$ cat src/rtl/core/mdf_pkg.sv
// Shared types and constants for the 32x32/32 multiply-divide block.
package mdf_pkg;

  localparam int unsigned WordW    = 32;
  localparam int unsigned HalfW    = WordW / 2;
  localparam int unsigned RemW     = WordW - 1;
  localparam int unsigned DivSteps = WordW;

  typedef struct packed {
    logic [WordW-1:0] factor_a;
    logic [WordW-1:0] factor_b;
    logic [WordW-1:0] divisor;
  } in_beat_t;

  typedef struct packed {
    logic [WordW-1:0] quotient;
    logic             fault;
  } out_beat_t;

  // Partial remainder, shifting dividend/quotient word, divisor, fault.
  typedef struct packed {
    logic [RemW-1:0]  rem;
    logic [WordW-1:0] shreg;
    logic [RemW-1:0]  dvs;
    logic             fault;
  } div_beat_t;

endpackage

$ cat src/rtl/core/mdf_div_cell.sv
// One restoring-division cell: shift in a dividend bit, compare, subtract.
module mdf_div_cell (
  input  logic               clk_i,
  input  logic               rst_ni,
  input  logic               up_valid_i,
  output logic               up_ready_o,
  input  mdf_pkg::div_beat_t up_data_i,
  output logic               dn_valid_o,
  input  logic               dn_ready_i,
  output mdf_pkg::div_beat_t dn_data_o
);
  import mdf_pkg::*;

  logic             valid_q;
  div_beat_t        data_d, data_q;
  logic [WordW-1:0] trial, diff;
  logic             ge;

  assign up_ready_o = !valid_q || dn_ready_i;

  always_comb begin
    trial        = {up_data_i.rem, up_data_i.shreg[WordW-1]};
    diff         = trial - {1'b0, up_data_i.dvs};
    ge           = trial >= {1'b0, up_data_i.dvs};
    data_d.rem   = ge ? diff[RemW-1:0] : trial[RemW-1:0];
    data_d.shreg = {up_data_i.shreg[WordW-2:0], ge};
    data_d.dvs   = up_data_i.dvs;
    data_d.fault = up_data_i.fault;
  end

  always_ff @(posedge clk_i or negedge rst_ni) begin
    if (!rst_ni) begin
      valid_q <= 1'b0;
    end else if (up_ready_o) begin
      valid_q <= up_valid_i;
    end
  end

  always_ff @(posedge clk_i) begin
    if (up_ready_o && up_valid_i) data_q <= data_d;
  end

  assign dn_valid_o = valid_q;
  assign dn_data_o  = data_q;

endmodule

$ cat config.mk
export PLATFORM = sky130hd
export DESIGN_NAME = mdf_div_cell
export DESIGN_NICKNAME = d
export VERILOG_FILES = /design/src/rtl/core/mdf_pkg.sv /design/src/rtl/core/mdf_div_cell.sv
export SDC_FILE = /design/constraint.sdc
export NUM_CORES = 1
export LEC_CHECK = 0
export ABC_AREA = 1
export ABC_CLOCK_PERIOD_IN_PS = 7000
export BUFFER_PORTS_ARGS = -buffer_cell sky130_fd_sc_hd__buf_2
export CELL_PAD_IN_SITES_DETAIL_PLACEMENT = 1
export CELL_PAD_IN_SITES_GLOBAL_PLACEMENT = 1
export CORE_ASPECT_RATIO = 1.5
export CORE_MARGIN = 3
export CORE_UTILIZATION = 35
export CTS_BUF_LIST = sky130_fd_sc_hd__clkbuf_8
export CTS_CLUSTER_SIZE = 28
export DETAILED_ROUTE_END_ITERATION = 8
export GPL_TIMING_DRIVEN = 0
export PLACE_DENSITY_LB_ADDON = 0.2
export SLEW_MARGIN = 10
export SYNTH_ARGS = -nofsm -noshare
export SYNTH_HDL_FRONTEND = slang
export SYNTH_SLANG_ARGS = --single-unit
$ cat constraint.sdc
create_clock -name clk_i -period 7 [get_ports clk_i]
set_clock_uncertainty 0.15 [all_clocks]
set_input_delay 1.05 -clock clk_i [delete_from_list [all_inputs] [get_ports clk_i]]
set_output_delay 1.05 -clock clk_i [all_outputs]
set_load 0.02 [all_outputs]
# [Word-level counts from Yosys, hierarchy flattened]
# Cells that the tools add are included.
[word_totals] regBits=96 out_inout_bits=97 elab_cells=11 inputBits=99
[classes] magnitude_cmp=1 mux=1 n_addsub=1 reduce_logical=3
[op_table] op="32-bit by 31-bit >= comparator with 1-bit output" count=1
[op_table] op="31-bit 2-to-1 mux" count=1
[op_table] op="31-bit subtractor" count=1
[op_table] op="1-bit logical AND" count=1
[op_table] op="1-bit zero test" count=1
[op_table] op="1-bit logical OR" count=1

# [Logic depth before layout (Yosys ltp)]
[depth] depth_word=3 depth_mapped=17

# [Worst setup path after synthesis]
# No wires, ideal clock.
[synth_path] path_kind="input-to-reg" start="input port up_valid_i" end="register data_q (netlist bit dn_data_o[0]) (enable)" path_slack_ns=0.591 path_buffers=0 setup_ns=0.580 t_required_ns=6.270 path_stages=2 t_arrival_ns=5.679 path_cell_list="inv_1 a21oi_1"
[synth_via] elab_chain_cells=1
[synth_rtl] item="start, declared" line_no="mdf_div_cell.sv:5" source="input logic up_valid_i,"
[synth_rtl] item="1-bit logical AND" line_no="mdf_div_cell.sv:40" source="if (up_ready_o && up_valid_i) data_q <= data_d;"
[synth_rtl] item="end signal, assigned" line_no="mdf_div_cell.sv:40"
[synth_rtl] item="end, declared" line_no="mdf_div_cell.sv:15" source="div_beat_t data_d, data_q;"
# Every way passes these cells.
# A chain may end at the register's enable or synchronous reset.

==> key figures <==
Layout
  – Finished Layout Cells: 1152
  – P&R area growth vs syn: 27.1%
  – Fillcell total: 2102
  – Multi-input logic area: between 2000 and 2500 um2
  – # diodes: 0
  – Final instance area: 7390 um2
  – Fin util: a little under half
  – Fraction of layout cells with a size suffix above 1: 24.7%
  – Flip-flop and latch area: 2880 um2
  – NumNets Final: 1072

Synthesis
  – Fraction of the mapped netlist area in compound gates: roughly 2.2%
  – Synthesis-stage register bit count: 96
  – Mapped Nets: 863
  – Mapped Avg Cell Area: 7.94 um2
  – Post-Synth Adder-Cell Area: 7.01%
  – Ys flop type: edfxtp_1
  – Mux share of post-synthesis cell area: 0%
  – Yosys warning total: 0
  – Post-synth ARST share: 1.04%
  – Synth area leader: edfxtp_1
  – Simple logic cell fraction of the synthesized area: 28.3%
  – Post-synthesis xor/xnor area fraction: 2.11%
  – Area contributors post-synth: edfxtp_1, nand2_1, inv_1
  – Area share of the largest cell type after synthesis: 49.1%
  – Post-Syn Area: 5820 um2
  – Syn Inst Count: 732
  – Top-count cell post-synth: nand2_1
  – Post-synth top cells: nand2_1, inv_1, edfxtp_1
  – Post-synth EDFFs: 95
  – Synth cell types: 27
  – Register area share after synthesis: 49.5%
  – Dominant combinational cell family by area after synthesis: simple AND/OR/NAND/NOR gates

Power
  – Leakage: 4.00 nW
  – Switching Share: 30.7%
  – Logic gate share of total power: about 25%
  – Clock Power Share: 30.8%
  – Psw: ~0.00049 W
  – Worst IR Drop VDD: 0.0954 mV
  – Seq pwr share: 43.9%
  – Pwr dens: 214 nW/um2
  – Internal power: 0.00110 W

Global routing
  – First-pass GRT wire length: between 20000 and 30000 um
  – Largest net degree at the start of global routing: 27
  – Total gr overflow: 0
  – Initial antenna violation count: 0
  – Gr usage total: 19.5%
  – Vias in the first global route: 5729

Worst setup path
  – Kind of end point of the critical path: register
  – Critical Path RT: 6.98 ns
  – Largest fanout on the critical path: 10
  – CP Launch Type: input pin
  – Crit path DAT: 3.04 ns
  – Crit Path Class: in2reg

Route
  – Via count: 5267
  – Final ANT Viol Nets: 0
  – Routed WL: 17500 um
  – DRC: 0
  – DRT Pass-1 Iters: 4
  – WL per Instance: 15.2 um
  – Vias per inst: approximately 4.6
  – DR iter-0 viols: around 200

CTS
  – Max clock buf depth: 2
  – Sink Count: 96
  – Num CTS Buffers: 9
  – Clock slew at the register clock pins of the worst setup and hold paths: 0.10 ns
  – Hold_buf cts: 0
  – TritonCTS clock tree: yes
  – Clock root buffer: clkbuf_8
  – Htree depth: 3
  – Clock latency at the later pin of the worst-skew pair: 0.37 ns
  – Setup Fix Bufs, Post-CTS: 0
  – CTS-repair resized insts: 0

STA
  – Highest clock rate: 0.327 GHz
  – Tcrit/Tclk final: 43.8%
  – RSZ-0062 raised after global routing: false
  – Hold_ws: 0.280 ns
  – Tmin final: 3.06 ns
  – Slew at the pin with the worst max-slew slack: slightly below 0.8 ns
  – Worst slew margin: 48.0%
  – Final Hold Violating Endpoints: 0
  – Endpoints failing setup: 0
  – Final count of pins violating max slew: 0

Floorplan
  – Total die area: 18200 um2
  – Core ar.: 16300 um2
  – I/O pin total: 196
  – Cell row count: 57
  – Vert. Die Dim: 164 um
  – Effective utilization at floorplan: roughly 36%
  – Chip width: 111 um

Min path
  – Hold Path Class: in2async

Place
  – IO buf count: 195
  – Placed insts: 1136
  – Post-placement cell area: 7130 um2
  – Gpl congestion: 0.898
  – Dpl hpwl: 14800 um

Run
  – # Max-Cap Violations: 0

Status
  – Status: completed
[layout by cell type, fill, tap and decap left out, types with 3 or more instances in the layout]
cell type | synthesis | routed
bufinv_16 | 0 | 4
nor2_1 | 39 | 39
edfxtp_1 | 95 | 95
xor2_1 | 14 | 14
inv_1 | 154 | 155
o21bai_1 | 3 | 3
buf_2 | 4 | 199
nand2_1 | 294 | 294
nor3_1 | 3 | 3
o21ai_0 | 3 | 3
ha_1 | 31 | 31
inv_2 | 4 | 4
a21oi_1 | 18 | 17
clkbuf_8 | 0 | 9
nand3_1 | 44 | 44
nand4_1 | 6 | 6
[layout make-up]
type | count | share of cell area [%]
sequential | 96 | 38.9
multi-input combinational | 472 | 31.3
timing repair buffer | 198 | 14.1
inverter | 158 | 8.02
tap | 206 | 3.49
clock inverter | 7 | 1.91
clock buffer | 9 | 1.68
buffer | 6 | 0.575
[power groups by stage]
stage,combinational (W),sequential (W),clock [W]
2_1_floorplan,0.000204,0.000768,0
3_3_place_gp,0.000394,0.000716,0
3_5_place_dp,0.000409,0.000710,0
4_1_cts,0.000412,0.000697,0.000507
5_1_grt,0.000455,0.000701,0.000527
6_report,0.000402,0.000696,0.000488
[per-layer routing]
metal,track usage (%),vias up,part of all wire (%)
met3,3.65,24,4.7
met5,0,-,0
met1,19.4,2417,36
met2,40.0,142,56
li1,-,2684,-
met4,6.42,0,2.6
[cells by family after synthesis]
group                    Yosys count
AND/OR/NAND/NOR                  402
buffers and inverters            164
flip-flops                        96
adder cells (fa/ha/maj)           32
AO/OA/AOI/OAI                     24
XOR/XNOR                          14
[registers in the layout, summed over array words and instances, names as in the netlist]
signal and count:
dn_data_o 95, dn_valid_o 1
[stage by stage]
| stage | TNS (ns) | worst slack, ns | total power, W |
|---|---|---|---|
| final | 0 | 3.94 | 0.00159 |
| after global routing | 0 | 3.71 | 0.00168 |
| after CTS | 0 | 3.89 | 0.00162 |
| after detailed placement | 0 | 3.48 | 0.00112 |
| after global placement | -144.65 | -1.54 | 0.00111 |
| after floorplan | 0 | 0.591 | 0.000972 |
[critical path, stage by stage]
cell and delay, ns:
buf_2 0.11, ha_1 0.22, fa_1 0.36, inv_1 0.13
nand2_1 0.08, nand2_1 0.08, nand3_1 0.07, nand2_1 0.15
nand2_1 0.09, nand3_1 0.09, nand2_2 0.06, nand2_4 0.11
inv_2 0.05, buf_6 0.14, buf_6 0.14, nand2_1 0.05
nand2_1 0.04
[path summary, 6_finish.rpt]
check | startpoint | to | slack [ns] | depth (start not counted)
max | up_data_i[1] | dn_data_o[71]$_DFFE_PP_ | 3.94 | 17
min | rst_ni | dn_valid_o$_DFFE_PN0N_ | 0.28 | 1
max reg2reg | dn_valid_o$_DFFE_PN0N_ | dn_data_o[91]$_DFFE_PP_ | 4.97 | 3
min reg2reg | dn_valid_o$_DFFE_PN0N_ | dn_valid_o$_DFFE_PN0N_ | 0.45 | 2
max in group asynchronous | rst_ni | dn_valid_o$_DFFE_PN0N_ | 6.34 | 1
min in group clk_i | dn_valid_o$_DFFE_PN0N_ | dn_valid_o$_DFFE_PN0N_ | 0.45 | 2
Power figures use the tool's default switching activity.
