==> config.mk <==
export PLATFORM = sky130hd
export DESIGN_NAME = mdf_mul_front
export DESIGN_NICKNAME = d
export VERILOG_FILES = /design/src/rtl/core/mdf_pkg.sv /design/src/rtl/core/mdf_mul_front.sv
export SDC_FILE = /design/constraint.sdc
export NUM_CORES = 2
export LEC_CHECK = 0
export BUFFER_PORTS_ARGS = -buffer_cell sky130_fd_sc_hd__buf_2
export CORE_ASPECT_RATIO = 1.25
export CORE_MARGIN = 4
export CORE_UTILIZATION = 45
export CTS_BUF_LIST = sky130_fd_sc_hd__clkbuf_2
export CTS_CLUSTER_DIAMETER = 120
export DETAILED_ROUTE_END_ITERATION = 8
export GPL_ROUTABILITY_DRIVEN = 0
export GPL_TIMING_DRIVEN = 1
export HOLD_SLACK_MARGIN = 0.02
export PLACE_DENSITY = 0.6
export SLEW_MARGIN = 10
export SYNTH_ARGS = -nofsm -noshare
export SYNTH_HDL_FRONTEND = slang
export SYNTH_SLANG_ARGS = --single-unit
==> constraint.sdc <==
create_clock -name clk_i -period 5.7 [get_ports clk_i]
set_clock_uncertainty 0.1 [all_clocks]
set_input_delay 0.855 -clock clk_i [delete_from_list [all_inputs] [get_ports clk_i]]
set_output_delay 0.855 -clock clk_i [all_outputs]
set_load 0.01 [all_outputs]
==> src/rtl/core/mdf_pkg.sv <==
// Shared types and constants for the 32x32/32 multiply-divide block.
package mdf_pkg;

  localparam int unsigned WordW    = 32;
  localparam int unsigned HalfW    = WordW / 2;
  localparam int unsigned RemW     = WordW - 1;
  localparam int unsigned DivSteps = WordW;

  typedef struct packed {
    logic [WordW-1:0] factor_a;
    logic [WordW-1:0] factor_b;
    logic [WordW-1:0] divisor;
  } in_beat_t;

  typedef struct packed {
    logic [WordW-1:0] quotient;
    logic             fault;
  } out_beat_t;

  // Partial remainder, shifting dividend/quotient word, divisor, fault.
  typedef struct packed {
    logic [RemW-1:0]  rem;
    logic [WordW-1:0] shreg;
    logic [RemW-1:0]  dvs;
    logic             fault;
  } div_beat_t;

endpackage

==> src/rtl/core/mdf_mul_front.sv <==
// Three-stage front end: partial products, product sum, fault check and division setup.
module mdf_mul_front (
  input  logic              clk_i,
  input  logic              rst_ni,
  input  logic              up_valid_i,
  output logic              up_ready_o,
  input  mdf_pkg::in_beat_t up_data_i,
  output logic              dn_valid_o,
  input  logic              dn_ready_i,
  output mdf_pkg::div_beat_t dn_data_o
);
  import mdf_pkg::*;

  typedef struct packed {
    logic [WordW-1:0] ll;
    logic [WordW-1:0] lh;
    logic [WordW-1:0] hl;
    logic [WordW-1:0] hh;
    logic [WordW-1:0] dv;
  } pp_t;

  typedef struct packed {
    logic [2*WordW-1:0] prod;
    logic [WordW-1:0]   dv;
  } prod_t;

  logic      v1_q, v2_q, v3_q;
  logic      rdy1, rdy2, rdy3;
  pp_t       pp_d, pp_q;
  prod_t     pr_d, pr_q;
  div_beat_t db_d, db_q;
  logic [WordW-1:0] high, low;

  assign rdy3       = !v3_q || dn_ready_i;
  assign rdy2       = !v2_q || rdy3;
  assign rdy1       = !v1_q || rdy2;
  assign up_ready_o = rdy1;

  always_comb begin
    pp_d.ll = up_data_i.factor_a[HalfW-1:0]     * up_data_i.factor_b[HalfW-1:0];
    pp_d.lh = up_data_i.factor_a[HalfW-1:0]     * up_data_i.factor_b[WordW-1:HalfW];
    pp_d.hl = up_data_i.factor_a[WordW-1:HalfW] * up_data_i.factor_b[HalfW-1:0];
    pp_d.hh = up_data_i.factor_a[WordW-1:HalfW] * up_data_i.factor_b[WordW-1:HalfW];
    pp_d.dv = up_data_i.divisor;
  end

  always_comb begin
    pr_d.prod = {pp_q.hh, pp_q.ll}
              + {{HalfW{1'b0}}, pp_q.lh, {HalfW{1'b0}}}
              + {{HalfW{1'b0}}, pp_q.hl, {HalfW{1'b0}}};
    pr_d.dv   = pp_q.dv;
  end

  // High word below the divisor means the top half of the division yields
  // zero bits and leaves the high word as the partial remainder.
  assign high = pr_q.prod[2*WordW-1:WordW];
  assign low  = pr_q.prod[WordW-1:0];

  always_comb begin
    db_d.fault = (pr_q.dv == '0) || pr_q.dv[WordW-1] || (high >= pr_q.dv);
    db_d.rem   = high[RemW-1:0];
    db_d.shreg = low;
    db_d.dvs   = pr_q.dv[RemW-1:0];
  end

  always_ff @(posedge clk_i or negedge rst_ni) begin
    if (!rst_ni) begin
      v1_q <= 1'b0;
      v2_q <= 1'b0;
      v3_q <= 1'b0;
    end else begin
      if (rdy1) v1_q <= up_valid_i;
      if (rdy2) v2_q <= v1_q;
      if (rdy3) v3_q <= v2_q;
    end
  end

  always_ff @(posedge clk_i) begin
    if (rdy1 && up_valid_i) pp_q <= pp_d;
    if (rdy2 && v1_q)       pr_q <= pr_d;
    if (rdy3 && v2_q)       db_q <= db_d;
  end

  assign dn_valid_o = v3_q;
  assign dn_data_o  = db_q;

endmodule

## After elaboration in Yosys (flattened, before gate mapping)

Cells that the tools add are included.

| cells by class | value |
|---|---|
| add/sub/neg operators | 2 |
| $mul | 4 |
| magnitude comparators | 1 |
| reduce and logical (&&, ||, !) cells | 12 |

Operators with widths:

| kind | count |
|---|---|
| 64-bit by 48-bit adder with 64-bit output | 2 |
| 16-bit by 16-bit multiplier with 32-bit output | 4 |
| 32-bit >= comparator | 1 |
| 32-bit zero test | 1 |
| 1-bit logical OR | 5 |
| 1-bit logical AND | 3 |
| 1-bit zero test | 3 |

| word-level totals | value |
|---|---|
| bits in registers | 354 |
| input port bits | 100 |
| output and inout bits | 97 |
| logic and storage cells | 33 |

## Logic depth before layout (Yosys ltp)

| logic depth | value |
|---|---|
| depth in word-level cells | 5 |
| depth in mapped cells | 25 |
| gate-level depth less buffers | 24 |

## Worst setup path after synthesis

No wires, ideal clock.

| timing path | value |
|---|---|
| kind | input to register |
| start point | input port up_data_i[49] (netlist name) |
| end point | register pp_q[127] (netlist name) (data pin) |
| setup time | 0.184 ns |
| arrival time | 6.484 ns |
| required time | 5.416 ns |
| slack | -1.068 ns |
| stages on the path | 21 |
| path through | clkbuf_1 -> nand2_1 -> fa_1 -> fa_1 -> inv_1 -> fa_1 -> fa_1 -> fa_1 -> inv_1 -> fa_1 -> inv_1 -> ha_1 -> a21o_1 -> a21o_1 -> nor3_1 -> a211oi_2 -> a41oi_2 -> o31ai_2 -> a211o_1 -> a41o_1 -> a2111oi_4 |

RTL lines:

| element | RTL line | text |
|---|---|---|
| from (decl) | mdf_mul_front.sv:7 | `input mdf_pkg::in_beat_t up_data_i,` |
| to (signal assigned) | mdf_mul_front.sv:79 | `if (rdy1 && up_valid_i) pp_q <= pp_d;` |
| to (decl) | mdf_mul_front.sv:29 | `pp_t pp_d, pp_q;` |

==> flow_summary.json <==
{
  "outcome": "finished, violations left",
  "violations": "DRC",
  "die_w_um": 299,
  "avgViaCountPerCell": 4.95,
  "clk_latency_ns": 1.24,
  "synth-seq-cells": 354,
  "whs_path_depth": 2,
  "antenna_found_initial": 19,
  "ioPinCount": 197,
  "rows": 133,
  "synth_top_family_by_area": "adder cells",
  "cp.depth": 24,
  "finalHoldViolCount": 0,
  "numCtsBuffers": 82,
  "detail-route-antenna-nets": 0,
  "cap_violations": 0,
  "place.detailed.hpwl_mm": 104,
  "synth_mux_area_share_pct": 0,
  "synth-simple-area-share_pct": 13.6,
  "synth_area_sq_um": 47700,
  "crit_fanout": 6,
  "crit_top_cell": "fa_1",
  "dr.max_layer_used": "met5",
  "met1_length_mm": 52.2,
  "port_buffers": 196,
  "h-tree-depth": 3,
  "areaGrowthSynthToFinish_pct": 18.9,
  "core-area_sq_um": 105000,
  "path_buf_inv": 6,
  "wirelength_mm": 123,
  "routed-wl-met2_mm": 60.1,
  "grt_pass1_wl_mm": 197,
  "period_needed_ns": 5.65,
  "postSynthCellCount": 4700,
  "drc": 3,
  "clk_path_buf_depth": 3,
  "crit_required_ns": 6.48,
  "synthAdderAreaFrac_pct": 46.5,
  "grt_start_max_net_pins": 125,
  "dr_wl_met3_mm": 7.31,
  "grt_use_total_pct": 22.7,
  "drt_iter0_drc": 1659,
  "synth_xor_area_share_pct": 2.83,
  "crit_path_top_delay_cell": "fa_1",
  "synth.distinct_cells": 60,
  "slew_violations": 0,
  "dieArea_sq_um": 111000,
  "fin_area_sq_um": 56700,
  "syn_nets": 6089,
  "layout-drive-gt1-share_pct": 19.6,
  "critPathTopFamily": "adder cells",
  "drt-wirelength-per-cell_um": 17.9,
  "min_path_type": "primary input to flip-flop",
  "drt_pre_antenna_iters": 9,
  "setup_violations": 0,
  "syn_area_per_cell_sq_um": 10.2,
  "mostFrequentLayoutCell": "inv_1",
  "ff2ff_path_depth": 14,
  "critPathLaunchType": "primary input",
  "async_flop_share_pct": 0.847,
  "vias": 34000,
  "gr-total-overflow": 0,
  "rsz0062_at_grt": "yes",
  "fillCellCount": 9498,
  "max_freq_ghz": 0.177,
  "crit_path_max_incr_delay_ns": 0.54,
  "nets": 6780,
  "relSlewSlack_pct": 39.2,
  "clk_pin_slew_ns": 0.11,
  "period_share_pct": 99.2,
  "endpoint_kind": "flip-flop",
  "setup.worst_path.class": "primary input to flip-flop",
  "fp.dieH_um": 372,
  "synth.largest_area_cell": "fa_1",
  "yosys_warnings": 0,
  "worst_pin_slew_ns": 0.912,
  "grt_pass1_vias": 36700,
  "ys_seq_area_share_pct": 22.2,
  "synth_edf_count": 351,
  "synthTopCellsByArea": "fa_1, edfxtp_1, ha_1, inv_1, and2_1",
  "place_area_sq_um": 55100,
  "synth-compound-area-share_pct": 5.51,
  "final_cell_mix": "inv_1, fa_1, nand2_1",
  "crit_chain": "buf_2 -> buf_12 -> and2_4 -> fa_1 -> inv_1 -> fa_1 -> fa_1 -> inv_1 -> fa_1 -> fa_1 -> inv_1 -> fa_1 -> inv_2 -> ha_4 -> a21oi_4 -> o221ai_2 -> a21o_1 -> or3_4 -> o211ai_1 -> a21boi_2 -> nor2_2 -> o21ai_1 -> a21oi_1 -> xnor2_1",
  "synth_ff_type": "edfxtp_1",
  "start_util_pct": 45.4,
  "tritoncts": "yes",
  "cts-root-buf": "clkbuf_2",
  "cts_sinks": 354,
  "arrival_ns": 6.43,
  "synth_top_area_share_pct": 33.9
}
==> repair_timing <==
item / 4_1_cts / 5_1_grt
resized for setup: 0 / 119
hold endpoints to repair: 40 / 1
setup endpoints to repair: 0 / 28
buffers inserted: 0 / 8
hold buffers: 38 / 1
==> kinds of logic (layout without fill, tap and decap cells) <==
kind of cell	count (synthesis)	after routing
buffers and inverters	1178	1925
AO/OA/AOI/OAI	402	402
flip-flops	354	354
AND/OR/NAND/NOR	1323	1323
other	0	11
adder cells (fa/ha/maj)	1289	1289
XOR/XNOR	154	154
==> cell usage after synthesis (all sizes together), types with 25 or more instances <==
cell type / n
a21o: 82
a21oi: 123
and2: 493
clkbuf: 202
edfxtp: 351
fa: 809
ha: 480
inv: 972
nand2: 612
nand3: 26
nor2: 82
o21ai: 72
o21bai: 25
xnor2: 106
xor2: 48
==> cell type report <==
| type | instances | area [sq um] | area share (%) |
|---|---|---|---|
| Multi-Input combinational cell | 3168 | 33500 | 59.1 |
| Clock buffer | 115 | 576 | 1.01 |
| Timing Repair Buffer | 813 | 6370 | 11.2 |
| Inverter | 972 | 3650 | 6.43 |
| Sequential cell | 354 | 10600 | 18.7 |
| Tap cell | 1417 | 1770 | 3.12 |
| Antenna cell | 11 | 27.5 | 0.0485 |
| Clock inverter | 25 | 208 | 0.366 |
==> sequential cells by signal, indices dropped and copies added, names as in the netlist <==
name,cells
high,1
dn_data_o,95
v2_q,1
db_d,94
pp_q,160
dn_valid_o,1
pr_q,1
v1_q,1
==> per-stage QoR <==
stage,setup TNS (ns),hold slack [ns],cells,util [%],setup WS [ns]
after floorplan,-17.11,0.300,4700,-,-0.776
after global placement,-70.27,0.300,6677,52.4,-1.28
after detailed placement,-73.02,0.305,6677,52.4,-1.34
after CTS,0,0.0438,6855,53.5,0.00545
after global routing,-0.198,0.111,6869,53.9,-0.0832
final,0,0.270,6875,53.9,0.0476
==> worst reg2reg max path, stage by stage, from the launching register on <==
cell	delay [ns]
edfxtp_1	0.47
fa_1	0.52
ha_1	0.16
inv_1	0.06
fa_1	0.50
nor2b_1	0.15
o21a_1	0.17
o21ai_0	0.12
a21oi_1	0.23
o21ai_1	0.29
o21ai_1	0.37
a31oi_1	0.21
o21a_1	0.34
nor4bb_1	0.41
xor2_1	0.13
==> routing by layer <==
metal  vias up  global-route usage [%]
met4         8                    6.36
li1      15900                       -
met3       222                    4.07
met1     17000                    29.4
met2       836                    39.2
met5         -                       0
==> path summary, 6_finish.rpt <==
check                              start             to  slack [ns]
setup reg to reg               pp_q[145]       db_d[91]        1.20
max in group asynchronous         rst_ni     dn_valid_o        4.84
min in group asynchronous         rst_ni           v1_q        0.51
setup / recovery           up_data_i[36]      pp_q[159]        0.05
hold / removal              up_data_i[7]        pp_q[7]        0.27
hold reg to reg                 db_d[48]  dn_data_o[48]        0.30
Power is not shown: default switching activity piles up to over one toggle a cycle in this logic, so the estimate is an artifact.
